$ cat src/rtl/pfe_pkg.sv
// Shared constants and controller/datapath interface types for the postfix evaluator.
package pfe_pkg;

    localparam int STACK_DEPTH = 64;
    localparam int LEVEL_W     = $clog2(STACK_DEPTH + 1);
    localparam int ADDR_W      = $clog2(STACK_DEPTH);
    localparam int DATA_W      = 32;
    localparam int SYM_W       = 8;
    localparam int ERR_W       = 3;
    localparam int DIV_CNT_W   = $clog2(DATA_W + 1);
    localparam int OUT_TDATA_W = ((DATA_W + ERR_W + 7) / 8) * 8;

    localparam logic [ERR_W-1:0] ERR_NONE      = 3'd0;
    localparam logic [ERR_W-1:0] ERR_UNDERFLOW = 3'd1;
    localparam logic [ERR_W-1:0] ERR_OVERFLOW  = 3'd2;
    localparam logic [ERR_W-1:0] ERR_DIVZERO   = 3'd3;
    localparam logic [ERR_W-1:0] ERR_UNKNOWN   = 3'd4;

    localparam logic [SYM_W-1:0] CH_ZERO  = 8'h30;
    localparam logic [SYM_W-1:0] CH_NINE  = 8'h39;
    localparam logic [SYM_W-1:0] CH_PLUS  = 8'h2B;
    localparam logic [SYM_W-1:0] CH_MINUS = 8'h2D;
    localparam logic [SYM_W-1:0] CH_STAR  = 8'h2A;
    localparam logic [SYM_W-1:0] CH_SLASH = 8'h2F;

    typedef struct packed {
        logic load_in;
        logic push_digit;
        logic push_result;
        logic pop;
        logic cap_rhs;
        logic cap_lhs;
        logic flag_unknown;
        logic exec;
        logic div_fix;
        logic read_top;
        logic load_out;
    } dp_cmd_t;

    typedef struct packed {
        logic is_digit;
        logic is_op;
        logic is_div;
        logic rhs_zero;
        logic last;
        logic div_busy;
        logic out_free;
    } dp_status_t;

endpackage

$ cat src/rtl/pfe_ctrl.sv
// Sequencing state machine for the postfix evaluator.
module pfe_ctrl (
    input  logic                aclk,
    input  logic                aresetn,
    input  logic                s_tvalid,
    output logic                s_tready,
    input  pfe_pkg::dp_status_t status,
    output pfe_pkg::dp_cmd_t    cmd
);
    import pfe_pkg::*;

    localparam logic [3:0] ST_IDLE   = 4'd0;
    localparam logic [3:0] ST_DECODE = 4'd1;
    localparam logic [3:0] ST_POP2   = 4'd2;
    localparam logic [3:0] ST_GETL   = 4'd3;
    localparam logic [3:0] ST_EXEC   = 4'd4;
    localparam logic [3:0] ST_DIVW   = 4'd5;
    localparam logic [3:0] ST_PUSH   = 4'd6;
    localparam logic [3:0] ST_FIN    = 4'd7;
    localparam logic [3:0] ST_OUT    = 4'd8;

    logic [3:0] state_reg, state_next;

    assign s_tready = (state_reg == ST_IDLE);

    always_comb begin
        state_next = state_reg;
        cmd        = '0;
        case (state_reg)
            ST_IDLE: begin
                if (s_tvalid) begin
                    cmd.load_in = 1'b1;
                    state_next  = ST_DECODE;
                end
            end
            ST_DECODE: begin
                if (status.is_digit) begin
                    cmd.push_digit = 1'b1;
                    state_next     = ST_FIN;
                end else if (status.is_op) begin
                    cmd.pop    = 1'b1;
                    state_next = ST_POP2;
                end else begin
                    cmd.flag_unknown = 1'b1;
                    state_next       = ST_FIN;
                end
            end
            ST_POP2: begin
                cmd.cap_rhs = 1'b1;
                cmd.pop     = 1'b1;
                state_next  = ST_GETL;
            end
            ST_GETL: begin
                cmd.cap_lhs = 1'b1;
                state_next  = ST_EXEC;
            end
            ST_EXEC: begin
                cmd.exec = 1'b1;
                if (status.is_div && !status.rhs_zero) begin
                    state_next = ST_DIVW;
                end else begin
                    state_next = ST_PUSH;
                end
            end
            ST_DIVW: begin
                if (!status.div_busy) begin
                    cmd.div_fix = 1'b1;
                    state_next  = ST_PUSH;
                end
            end
            ST_PUSH: begin
                cmd.push_result = 1'b1;
                state_next      = ST_FIN;
            end
            ST_FIN: begin
                if (status.last) begin
                    cmd.read_top = 1'b1;
                    state_next   = ST_OUT;
                end else begin
                    state_next = ST_IDLE;
                end
            end
            ST_OUT: begin
                // hold until the output register is free
                if (status.out_free) begin
                    cmd.load_out = 1'b1;
                    state_next   = ST_IDLE;
                end
            end
            default: begin
                state_next = ST_IDLE;
            end
        endcase
    end

    always_ff @(posedge aclk) begin
        if (!aresetn) begin
            state_reg <= ST_IDLE;
        end else begin
            state_reg <= state_next;
        end
    end

endmodule

$ cat src/rtl/pfe_dp.sv
// Datapath: operand stack memory, ALU, iterative divider and result register.
module pfe_dp (
    input  logic                                aclk,
    input  logic                                aresetn,
    input  pfe_pkg::dp_cmd_t                    cmd,
    output pfe_pkg::dp_status_t                 status,
    input  logic [pfe_pkg::SYM_W-1:0]           in_symbol,
    input  logic                                in_last,
    output logic                                m_tvalid,
    input  logic                                m_tready,
    output logic [pfe_pkg::OUT_TDATA_W-1:0]     m_tdata
);
    import pfe_pkg::*;

    logic [DATA_W-1:0]    stack_mem [STACK_DEPTH];

    logic [SYM_W-1:0]     symbol_reg;
    logic                 last_reg;
    logic [LEVEL_W-1:0]   level_reg, level_next;
    logic [ERR_W-1:0]     sticky_reg, sticky_next;
    logic                 pop_ok_reg, pop_ok_next;
    logic [DATA_W-1:0]    rd_data_reg;
    logic [DATA_W-1:0]    rhs_reg, lhs_reg;
    logic [DATA_W-1:0]    result_reg, result_next;
    logic [DATA_W-1:0]    rem_reg, rem_next;
    logic [DATA_W-1:0]    quo_reg, quo_next;
    logic [DATA_W-1:0]    dvsr_reg, dvsr_next;
    logic                 neg_reg, neg_next;
    logic [DIV_CNT_W-1:0] cnt_reg, cnt_next;
    logic [DATA_W-1:0]    value_reg;
    logic [ERR_W-1:0]     error_reg;
    logic                 m_tvalid_reg;

    logic                 wr_en, rd_en;
    logic [ADDR_W-1:0]    wr_addr, rd_addr;
    logic [DATA_W-1:0]    wr_data;
    logic [ERR_W-1:0]     flag_code;
    logic [LEVEL_W-1:0]   level_dec;
    logic                 stack_full;
    logic [SYM_W-1:0]     digit_val;
    logic [DATA_W-1:0]    operand;
    logic [DATA_W:0]      div_shift, div_diff;
    logic                 is_digit, is_op, is_div;

    assign is_digit   = (symbol_reg >= CH_ZERO) && (symbol_reg <= CH_NINE);
    assign is_div     = (symbol_reg == CH_SLASH);
    assign is_op      = (symbol_reg == CH_PLUS) || (symbol_reg == CH_MINUS) ||
                        (symbol_reg == CH_STAR) || is_div;
    assign level_dec  = level_reg - 1'b1;
    assign stack_full = (level_reg == LEVEL_W'(STACK_DEPTH));
    assign digit_val  = symbol_reg - CH_ZERO;
    // a pop of an empty stack reads as zero
    assign operand    = pop_ok_reg ? rd_data_reg : '0;
    assign div_shift  = {rem_reg, quo_reg[DATA_W-1]};
    assign div_diff   = div_shift - {1'b0, dvsr_reg};

    assign status.is_digit = is_digit;
    assign status.is_op    = is_op;
    assign status.is_div   = is_div;
    assign status.rhs_zero = (rhs_reg == '0);
    assign status.last     = last_reg;
    assign status.div_busy = (cnt_reg != '0);
    assign status.out_free = !m_tvalid_reg || m_tready;

    assign m_tvalid = m_tvalid_reg;
    assign m_tdata  = {{(OUT_TDATA_W - DATA_W - ERR_W){1'b0}}, error_reg, value_reg};

    always_comb begin
        level_next  = level_reg;
        sticky_next = sticky_reg;
        pop_ok_next = pop_ok_reg;
        result_next = result_reg;
        rem_next    = rem_reg;
        quo_next    = quo_reg;
        dvsr_next   = dvsr_reg;
        neg_next    = neg_reg;
        cnt_next    = cnt_reg;
        wr_en       = 1'b0;
        wr_addr     = level_reg[ADDR_W-1:0];
        wr_data     = result_reg;
        rd_en       = 1'b0;
        rd_addr     = level_dec[ADDR_W-1:0];
        flag_code   = ERR_NONE;

        if (cmd.push_digit || cmd.push_result) begin
            wr_data = cmd.push_digit ? {{(DATA_W - SYM_W){1'b0}}, digit_val} : result_reg;
            if (stack_full) begin
                flag_code = ERR_OVERFLOW;
            end else begin
                wr_en      = 1'b1;
                level_next = level_reg + 1'b1;
            end
        end

        if (cmd.pop) begin
            if (level_reg == '0) begin
                flag_code   = ERR_UNDERFLOW;
                pop_ok_next = 1'b0;
            end else begin
                rd_en       = 1'b1;
                level_next  = level_dec;
                pop_ok_next = 1'b1;
            end
        end

        if (cmd.read_top) begin
            rd_en       = (level_reg != '0);
            pop_ok_next = (level_reg != '0);
        end

        if (cmd.flag_unknown) begin
            flag_code = ERR_UNKNOWN;
        end

        if (cmd.exec) begin
            if (symbol_reg == CH_PLUS) begin
                result_next = lhs_reg + rhs_reg;
            end else if (symbol_reg == CH_MINUS) begin
                result_next = lhs_reg - rhs_reg;
            end else if (symbol_reg == CH_STAR) begin
                result_next = lhs_reg * rhs_reg;
            end else if (rhs_reg == '0) begin
                flag_code   = ERR_DIVZERO;
                result_next = '0;
            end else begin
                // start magnitude division
                neg_next  = lhs_reg[DATA_W-1] ^ rhs_reg[DATA_W-1];
                quo_next  = lhs_reg[DATA_W-1] ? (~lhs_reg + 1'b1) : lhs_reg;
                dvsr_next = rhs_reg[DATA_W-1] ? (~rhs_reg + 1'b1) : rhs_reg;
                rem_next  = '0;
                cnt_next  = DIV_CNT_W'(DATA_W);
            end
        end

        // one restoring quotient bit per cycle
        if (cnt_reg != '0) begin
            cnt_next = cnt_reg - 1'b1;
            if (!div_diff[DATA_W]) begin
                rem_next = div_diff[DATA_W-1:0];
                quo_next = {quo_reg[DATA_W-2:0], 1'b1};
            end else begin
                rem_next = div_shift[DATA_W-1:0];
                quo_next = {quo_reg[DATA_W-2:0], 1'b0};
            end
        end

        if (cmd.div_fix) begin
            result_next = neg_reg ? (~quo_reg + 1'b1) : quo_reg;
        end

        // keep only the first error since the last clear
        if ((flag_code != ERR_NONE) && (sticky_reg == ERR_NONE)) begin
            sticky_next = flag_code;
        end

        if (cmd.load_out) begin
            level_next  = '0;
            sticky_next = ERR_NONE;
        end
    end

    always_ff @(posedge aclk) begin
        if (wr_en) begin
            stack_mem[wr_addr] <= wr_data;
        end
        if (rd_en) begin
            rd_data_reg <= stack_mem[rd_addr];
        end
    end

    always_ff @(posedge aclk) begin
        if (cmd.load_in) begin
            symbol_reg <= in_symbol;
            last_reg   <= in_last;
        end
        if (cmd.cap_rhs) begin
            rhs_reg <= operand;
        end
        if (cmd.cap_lhs) begin
            lhs_reg <= operand;
        end
        if (cmd.load_out) begin
            value_reg <= operand;
            error_reg <= sticky_reg;
        end
        pop_ok_reg <= pop_ok_next;
        result_reg <= result_next;
        rem_reg    <= rem_next;
        quo_reg    <= quo_next;
        dvsr_reg   <= dvsr_next;
        neg_reg    <= neg_next;
    end

    always_ff @(posedge aclk) begin
        if (!aresetn) begin
            level_reg    <= '0;
            sticky_reg   <= ERR_NONE;
            cnt_reg      <= '0;
            m_tvalid_reg <= 1'b0;
        end else begin
            level_reg  <= level_next;
            sticky_reg <= sticky_next;
            cnt_reg    <= cnt_next;
            if (cmd.load_out) begin
                m_tvalid_reg <= 1'b1;
            end else if (m_tready) begin
                m_tvalid_reg <= 1'b0;
            end
        end
    end

endmodule

$ cat src/rtl/postfix_expression_evaluator.sv
// Top level of the postfix expression evaluator: controller plus datapath.
//
//  Channel | Direction | Handshake          | Payload
//  s_      | in        | s_tvalid/s_tready  | s_tdata[7:0] symbol, s_tlast last
//  m_      | out       | m_tvalid/m_tready  | m_tdata[31:0] value, [34:32] error
//
// One symbol at a time. A digit is pushed and an unknown symbol flagged; + - * pop
// two operands and push the result. Divide uses the 32-step bit-serial divider.
// A last symbol then reads the top of the 64-entry stack memory for the output.
// Synchronous active-low reset clears the stack level and the error; no sweep.
// A stalled m_ side holds the result register; the next symbol is still taken
// and only a further last symbol waits for the register to free.
module postfix_expression_evaluator (
    input  logic                                aclk,
    input  logic                                aresetn,
    input  logic                                s_tvalid,
    output logic                                s_tready,
    input  logic [pfe_pkg::SYM_W-1:0]           s_tdata,   // [7:0] symbol
    input  logic                                s_tlast,
    output logic                                m_tvalid,
    input  logic                                m_tready,
    output logic [pfe_pkg::OUT_TDATA_W-1:0]     m_tdata    // [31:0] value, [34:32] error
);
    import pfe_pkg::*;

    dp_cmd_t    cmd;
    dp_status_t status;

    pfe_ctrl u_ctrl (
        .aclk     (aclk),
        .aresetn  (aresetn),
        .s_tvalid (s_tvalid),
        .s_tready (s_tready),
        .status   (status),
        .cmd      (cmd)
    );

    pfe_dp u_dp (
        .aclk      (aclk),
        .aresetn   (aresetn),
        .cmd       (cmd),
        .status    (status),
        .in_symbol (s_tdata),
        .in_last   (s_tlast),
        .m_tvalid  (m_tvalid),
        .m_tready  (m_tready),
        .m_tdata   (m_tdata)
    );

endmodule
$ cat config.mk
export PLATFORM = sky130hd
export DESIGN_NAME = postfix_expression_evaluator
export DESIGN_NICKNAME = d
export VERILOG_FILES = /design/src/rtl/pfe_pkg.sv /design/src/rtl/pfe_ctrl.sv /design/src/rtl/pfe_dp.sv /design/src/rtl/postfix_expression_evaluator.sv
export SDC_FILE = /design/constraint.sdc
export NUM_CORES = 2
export LEC_CHECK = 0
export BUFFER_PORTS_ARGS = -buffer_cell sky130_fd_sc_hd__buf_2
export CORE_UTILIZATION = 40
export CTS_CLUSTER_SIZE = 28
export DETAILED_ROUTE_END_ITERATION = 16
export HOLD_SLACK_MARGIN = 0.08
export PLACE_DENSITY = 0.66
export SETUP_SLACK_MARGIN = 0.3
export SYNTH_ARGS = -nofsm -noshare
export SYNTH_HDL_FRONTEND = slang
export SYNTH_SLANG_ARGS = --single-unit
export TNS_END_PERCENT = 100
$ cat constraint.sdc
create_clock -name aclk -period 8.5 [get_ports aclk]
set_clock_uncertainty 0.15 [all_clocks]
set_input_delay 1.7 -clock aclk [delete_from_list [all_inputs] [get_ports aclk]]
set_output_delay 1.7 -clock aclk [all_outputs]
set_load 0.005 [all_outputs]
After elaboration in Yosys (flattened, before gate mapping)
Memory sizes are Yosys's and may differ from the RTL's. A register that Yosys moved wholly into a read port is not among the register bits.
Index checks and enable logic that the tools add are counted.
- bits in registers: 259
- bits in writable memories: 2048
- input bits: 13
- output and inout bits: 42
- memories kept: 1
- memories (name ; depth ; width ; read ports ; clocked after Yosys merged registers in ; write ports ; RTL line ; RTL):
    u_dp.stack_mem ; 64 ; 32 ; 1 ; 1 ; 1 ; pfe_dp.sv:15 ; logic [DATA_W-1:0] stack_mem [STACK_DEPTH];
- $add $sub $neg: 10
- multiply operators: 1
- order comparisons: 2
- equal/unequal tests: 20
- multiplexer cells: 85
- bitwise logic cells: 9
- reductions and logical operators: 27
- operators by type and width (operator ; count):
    $mux W32 ; 24
    $add A32 B1 Y32 const B ; 3
    $not A32 Y32 ; 3
    $mux W6 ; 6
    $pmux W4 S9 ; 1
    $mux W3 ; 11
    $sub A33 B32 Y33 ; 1
    $add A32 B32 Y32 ; 1
    $eq A8 B6 Y1 const B ; 4
    $logic_not A32 Y1 ; 1
    $mul A32 B32 Y32 ; 1
    $sub A32 B32 Y32 ; 1
    $mux W1 ; 31
    $mux W31 ; 1
    $mux W7 ; 4
    $eq A4 B3 Y1 const B ; 4
    $mux W4 ; 4
    $ne A2 B2 Y1 const B ; 7
    $reduce_and A5 Y1 ; 2
    $eq A4 B2 Y1 const B ; 2
    $ge A8 B6 Y1 const B ; 1
    $le A8 B6 Y1 const B ; 1
    $reduce_bool A2 Y1 ; 4
    $sub A8 B6 Y8 const B ; 1
    other kinds (23) ; 35

Logic depth before layout (Yosys ltp)
- depth in word-level cells: 16
- gate-level depth with buffers: 28
- depth with buffers taken out: 26

Cells and area by module
Synthesis repeated with hierarchy kept, for this count alone.
- cell total of the unflattened synthesis: 6567
- area, all modules: 111637.1 sq um
- modules (own cells, without submodules) (module ; instances ; cells an instance ; area an instance (sq um)):
    pfe_dp ; 1 ; 6520 ; 111283.0
    pfe_ctrl ; 1 ; 47 ; 354.1

Worst setup path after synthesis
OpenSTA, ideal clock, no wires.
- path kind: register to register
- start: register u_dp.lhs_reg[16]
- end: register u_dp.result_reg[29] (data pin)
- data arrival time: 7.036 ns
- slack: 1.055 ns
- cell stages (with the launch flop): 25
- path buffers: 2
- cell sequence: edfxtp_1 clkbuf_1 clkbuf_1 and2_1 fa_1 fa_1 fa_1 inv_1 fa_1 inv_1 fa_1 fa_1 fa_1 fa_1 ha_1 and3_1 nor2b_1 a221oi_1 o21ai_0 a31oi_1 a21oi_1 and3b_1 a211oi_1 o21ai_0 o31a_1
- cells in the longest elaborated chain, start to end: 6
- elaborated cells between the ends (all ways): 8
- RTL lines (item ; RTL line ; RTL):
    from (decl) ; pfe_dp.sv:23 ; logic [DATA_W-1:0] rhs_reg, lhs_reg;
    from (signal assigned) ; pfe_dp.sv:180 ; lhs_reg <= operand;
    $mul A32 B32 Y32 ; pfe_dp.sv:121 ; result_next = lhs_reg * rhs_reg;
    $mux W32 ; pfe_dp.sv:120 ; end else if (symbol_reg == CH_STAR) begin
    $mux W32 ; pfe_dp.sv:118 ; end else if (symbol_reg == CH_MINUS) begin
    $mux W32 * ; pfe_dp.sv:116 ; if (symbol_reg == CH_PLUS) begin
    $mux W32 * ; pfe_dp.sv:115 ; if (cmd.exec) begin
    $mux W32 * ; pfe_dp.sv:147 ; if (cmd.div_fix) begin
    named net u_dp.result_next[29] ; pfe_dp.sv:24 ; logic [DATA_W-1:0] result_reg, result_next;
    to (signal assigned) ; pfe_dp.sv:187 ; result_reg <= result_next;
    to (decl) ; pfe_dp.sv:24 ;
The timed path passes the listed nets; every way through them passes the cells marked *. The select of a mux whose other input is x is not followed.
A chain may end at the register's enable or synchronous reset.

Worst setup path after layout
- start: register u_dp.lhs_reg[15]
- end: register u_dp.result_reg[29] (data pin)
Same word-level chain as after synthesis.

==> flow_summary.ini <==
[outcome]
outcome = complete, no violations

[cells_and_area]
largest_register_ffs = 2048
final_cells = 10600
regMostFlops = u_dp.stack_mem
syn2layout_area_growth_pct = 12.7
drive_gt1_frac = 0.213
nNetsFinal = 7307
stdcell_area_um2 = 125000

[synthesis]
ys_ff_latch = 2339
netlist_area_um2 = 111000
yosys.cell_types.count = 85
yosys_warnings = 0
ys_seq_area_frac = 0.629
synth_top_area_frac = 0.626
synth_enable_flop_cells = 2318
yosys_most_used_dff = edfxtp_1
synthCells = 6477
synth_top_cell_by_area = edfxtp_1
yosys-top-cells-area = edfxtp_1, mux4_2, fa_1
synth.avg_cell_area_um2 = 17.2
synthArstFlopShare = 0

[setup_path]
worstSetupStartpointType = flip-flop
worstSetupStartpoint = u_dp.lhs_reg[15]
worst_r2r_endpoint = u_dp.result_reg[29]
worstPathRequired_ps = 8980
crit_end = u_dp.result_reg[29]
crit_type = reg2reg
r2r-start = u_dp.lhs_reg[15]
r2r_slack_ps = 500
worst-r2r-cell-count = 24
cp_max_fo = 13
crit_path_end_kind = flip-flop
cp.arrival_ps = 8480

[clocking]
clock_sinks = 2339
hold_buffers = 0
clk_pin_slew_ps = 60
insertion_delay_ps = 930
clk_path_buf_depth = 4
cts_root_buf = clkbuf_16
cts_tree = done
h-tree-depth = 4
cts-buffers-inserted = 241

[place]
hpwlAfterDp_um = 184000
pre_cts_slack_ps = 212
port_buffers = 49
place.gp.congestion = 0.910
place_area_um2 = 117000
dp_cells = 10100

[job]
maxCapViolations = 0

[grt]
grt_use_total = 0.207
grt_pass1_wl_um = 424000
grt_max_degree = 158
antenna_found_initial = 7
first_global_vias = 61800
overflow = 0

[die]
start_util = 0.402
rows = 193
dieArea_um2 = 280000
fp.dieW_um = 529
fp.dieH_um = 529
core_um2 = 276000
pin_count = 55

[timing]
grt_setup_unrepaired = no
timing.final.crit_share = 0.941
slew_viol_final = 0
tns_ps = 0
period_needed_ps = 8000
max_freq_ghz = 0.125
finalHoldViolations = 0
setup-violations-final = 0
worst_slew_pin_slew_ps = 1300
setup_ws_ps = 499
maxSlewHeadroom = 0.134

[route]
vias = 59100
wire_per_inst_um = 27.3
drc = 0
ant_nets = 0
routed_wl_um = 289000
firstDrtPassIters = 6
avgViaCountPerCell = 5.59
drtIter0Drc = 6010

[worst_hold_path]
hold_path.class = reg2reg
[how the worst min path moves through the flow]
stage / from / to / slack, ps / cells past startpoint
3_5_place_dp: u_dp.level_reg[6] / u_dp.level_reg[6] / 350 / 2
5_1_grt: u_dp.level_reg[6] / u_dp.level_reg[6] / 390 / 2
2_1_floorplan: u_dp.sticky_reg[2] / u_dp.error_reg[2] / 300 / 0
3_3_place_gp: u_dp.cnt_reg[4] / u_dp.cnt_reg[4] / 340 / 2
6_report: u_dp.level_reg[6] / u_dp.level_reg[6] / 360 / 2
4_1_cts: u_dp.level_reg[6] / u_dp.level_reg[6] / 360 / 2
[final cells by class]
| type | count | area [µm²] |
|---|---|---|
| multi-input combinational | 3292 | 38700 |
| sequential | 2339 | 70000 |
| fill | 23400 | 151000 |
| timing repair buffer | 286 | 2160 |
| clock buffer | 281 | 6200 |
| antenna | 6 | 15.0 |
| clock inverter | 164 | 1790 |
| tap | 3705 | 4640 |
| inverter | 498 | 1870 |
[layer usage]
layer  part of all wire  track usage  vias to the layer above  routed length [µm]
met1               0.41        0.274                    31500              117000
met3              0.064       0.0285                      403               18500
met4              0.032       0.0669                        0                9290
met2               0.50        0.350                     2227              144000
met5                  0            0                        -                   0
li1                   -            -                    25000                   -
[critical path: stages (launching register included)]
cell and delay [ps]:
edfxtp_1 630, and2_1 290, fa_1 490, inv_1 50, fa_1 450, fa_1 540, fa_1 570, inv_1 50
fa_1 540, inv_1 70, fa_1 540, inv_1 50, fa_1 540, fa_1 440, ha_1 370, a21o_1 210
a21o_1 170, a21oi_1 180, o21ai_0 130, a31oi_2 280, a21oi_1 170, and3b_1 210, a211oi_1 240, o21ai_0 120
o31a_1 290
[cell families (layout without fill, tap and decap cells)]
kind of cell | count (synthesis) | after routing | share of synthesized area
AOI/OAI and AO/OA | 553 | 553 | 0.0332
xor gates and xnor gates | 224 | 224 | 0.0176
adders and majority gates | 636 | 636 | 0.0993
buffers and inverters | 850 | 1229 | 0.0291
DFF | 2339 | 2339 | 0.629
muxes | 708 | 708 | 0.139
other | 1 | 11 | 0.0000337
and+or+nand+nor | 1166 | 1166 | 0.0519
[synthesized netlist by cell type, drive strengths merged, types with 22 or more instances]
library cell / instances
nand3: 40
nor2b: 27
fa: 411
inv: 495
nor3: 31
xor2: 81
ha: 225
clkbuf: 272
a21oi: 126
xnor2: 143
a211oi: 32
nor2: 262
a31oi: 22
buf: 80
and2: 324
a21o: 31
nand2: 349
mux2i: 29
o31ai: 35
nand2b: 30
o21a: 23
edfxtp: 2318
mux4: 672
o21ai: 128
[per-stage QoR]
| step | util | hold WS (ps) |
|---|---|---|
| global placement | 0.424 | 337 |
| global route | 0.453 | 388 |
| floorplan | - | 304 |
| CTS | 0.453 | 359 |
| detailed placement | 0.424 | 350 |
| finish | 0.453 | 362 |
[placed cells by master, fill, tap and decap left out, types with 52 or more instances in the layout]
cell and instances:
a21oi_1 125, and2_1 299, buf_4 226, clkbuf_16 242
clkinv_1 56, clkinv_2 52, edfxtp_1 2318, fa_1 411
ha_1 223, inv_1 494, mux4_2 672, nand2_1 346
nor2_1 197, nor2_4 63, o21ai_0 120, xnor2_1 140
xor2_1 79
[timing repair]
item / 4_1_cts / 5_1_grt
buffers inserted: 4 / 18
endpoints found under the setup margin: 1 / 12
gates resized for setup: 0 / 3
Power is left out: the tool's default activity adds up to more than one toggle a clock period on the data nets, which glitch-free logic cannot reach.
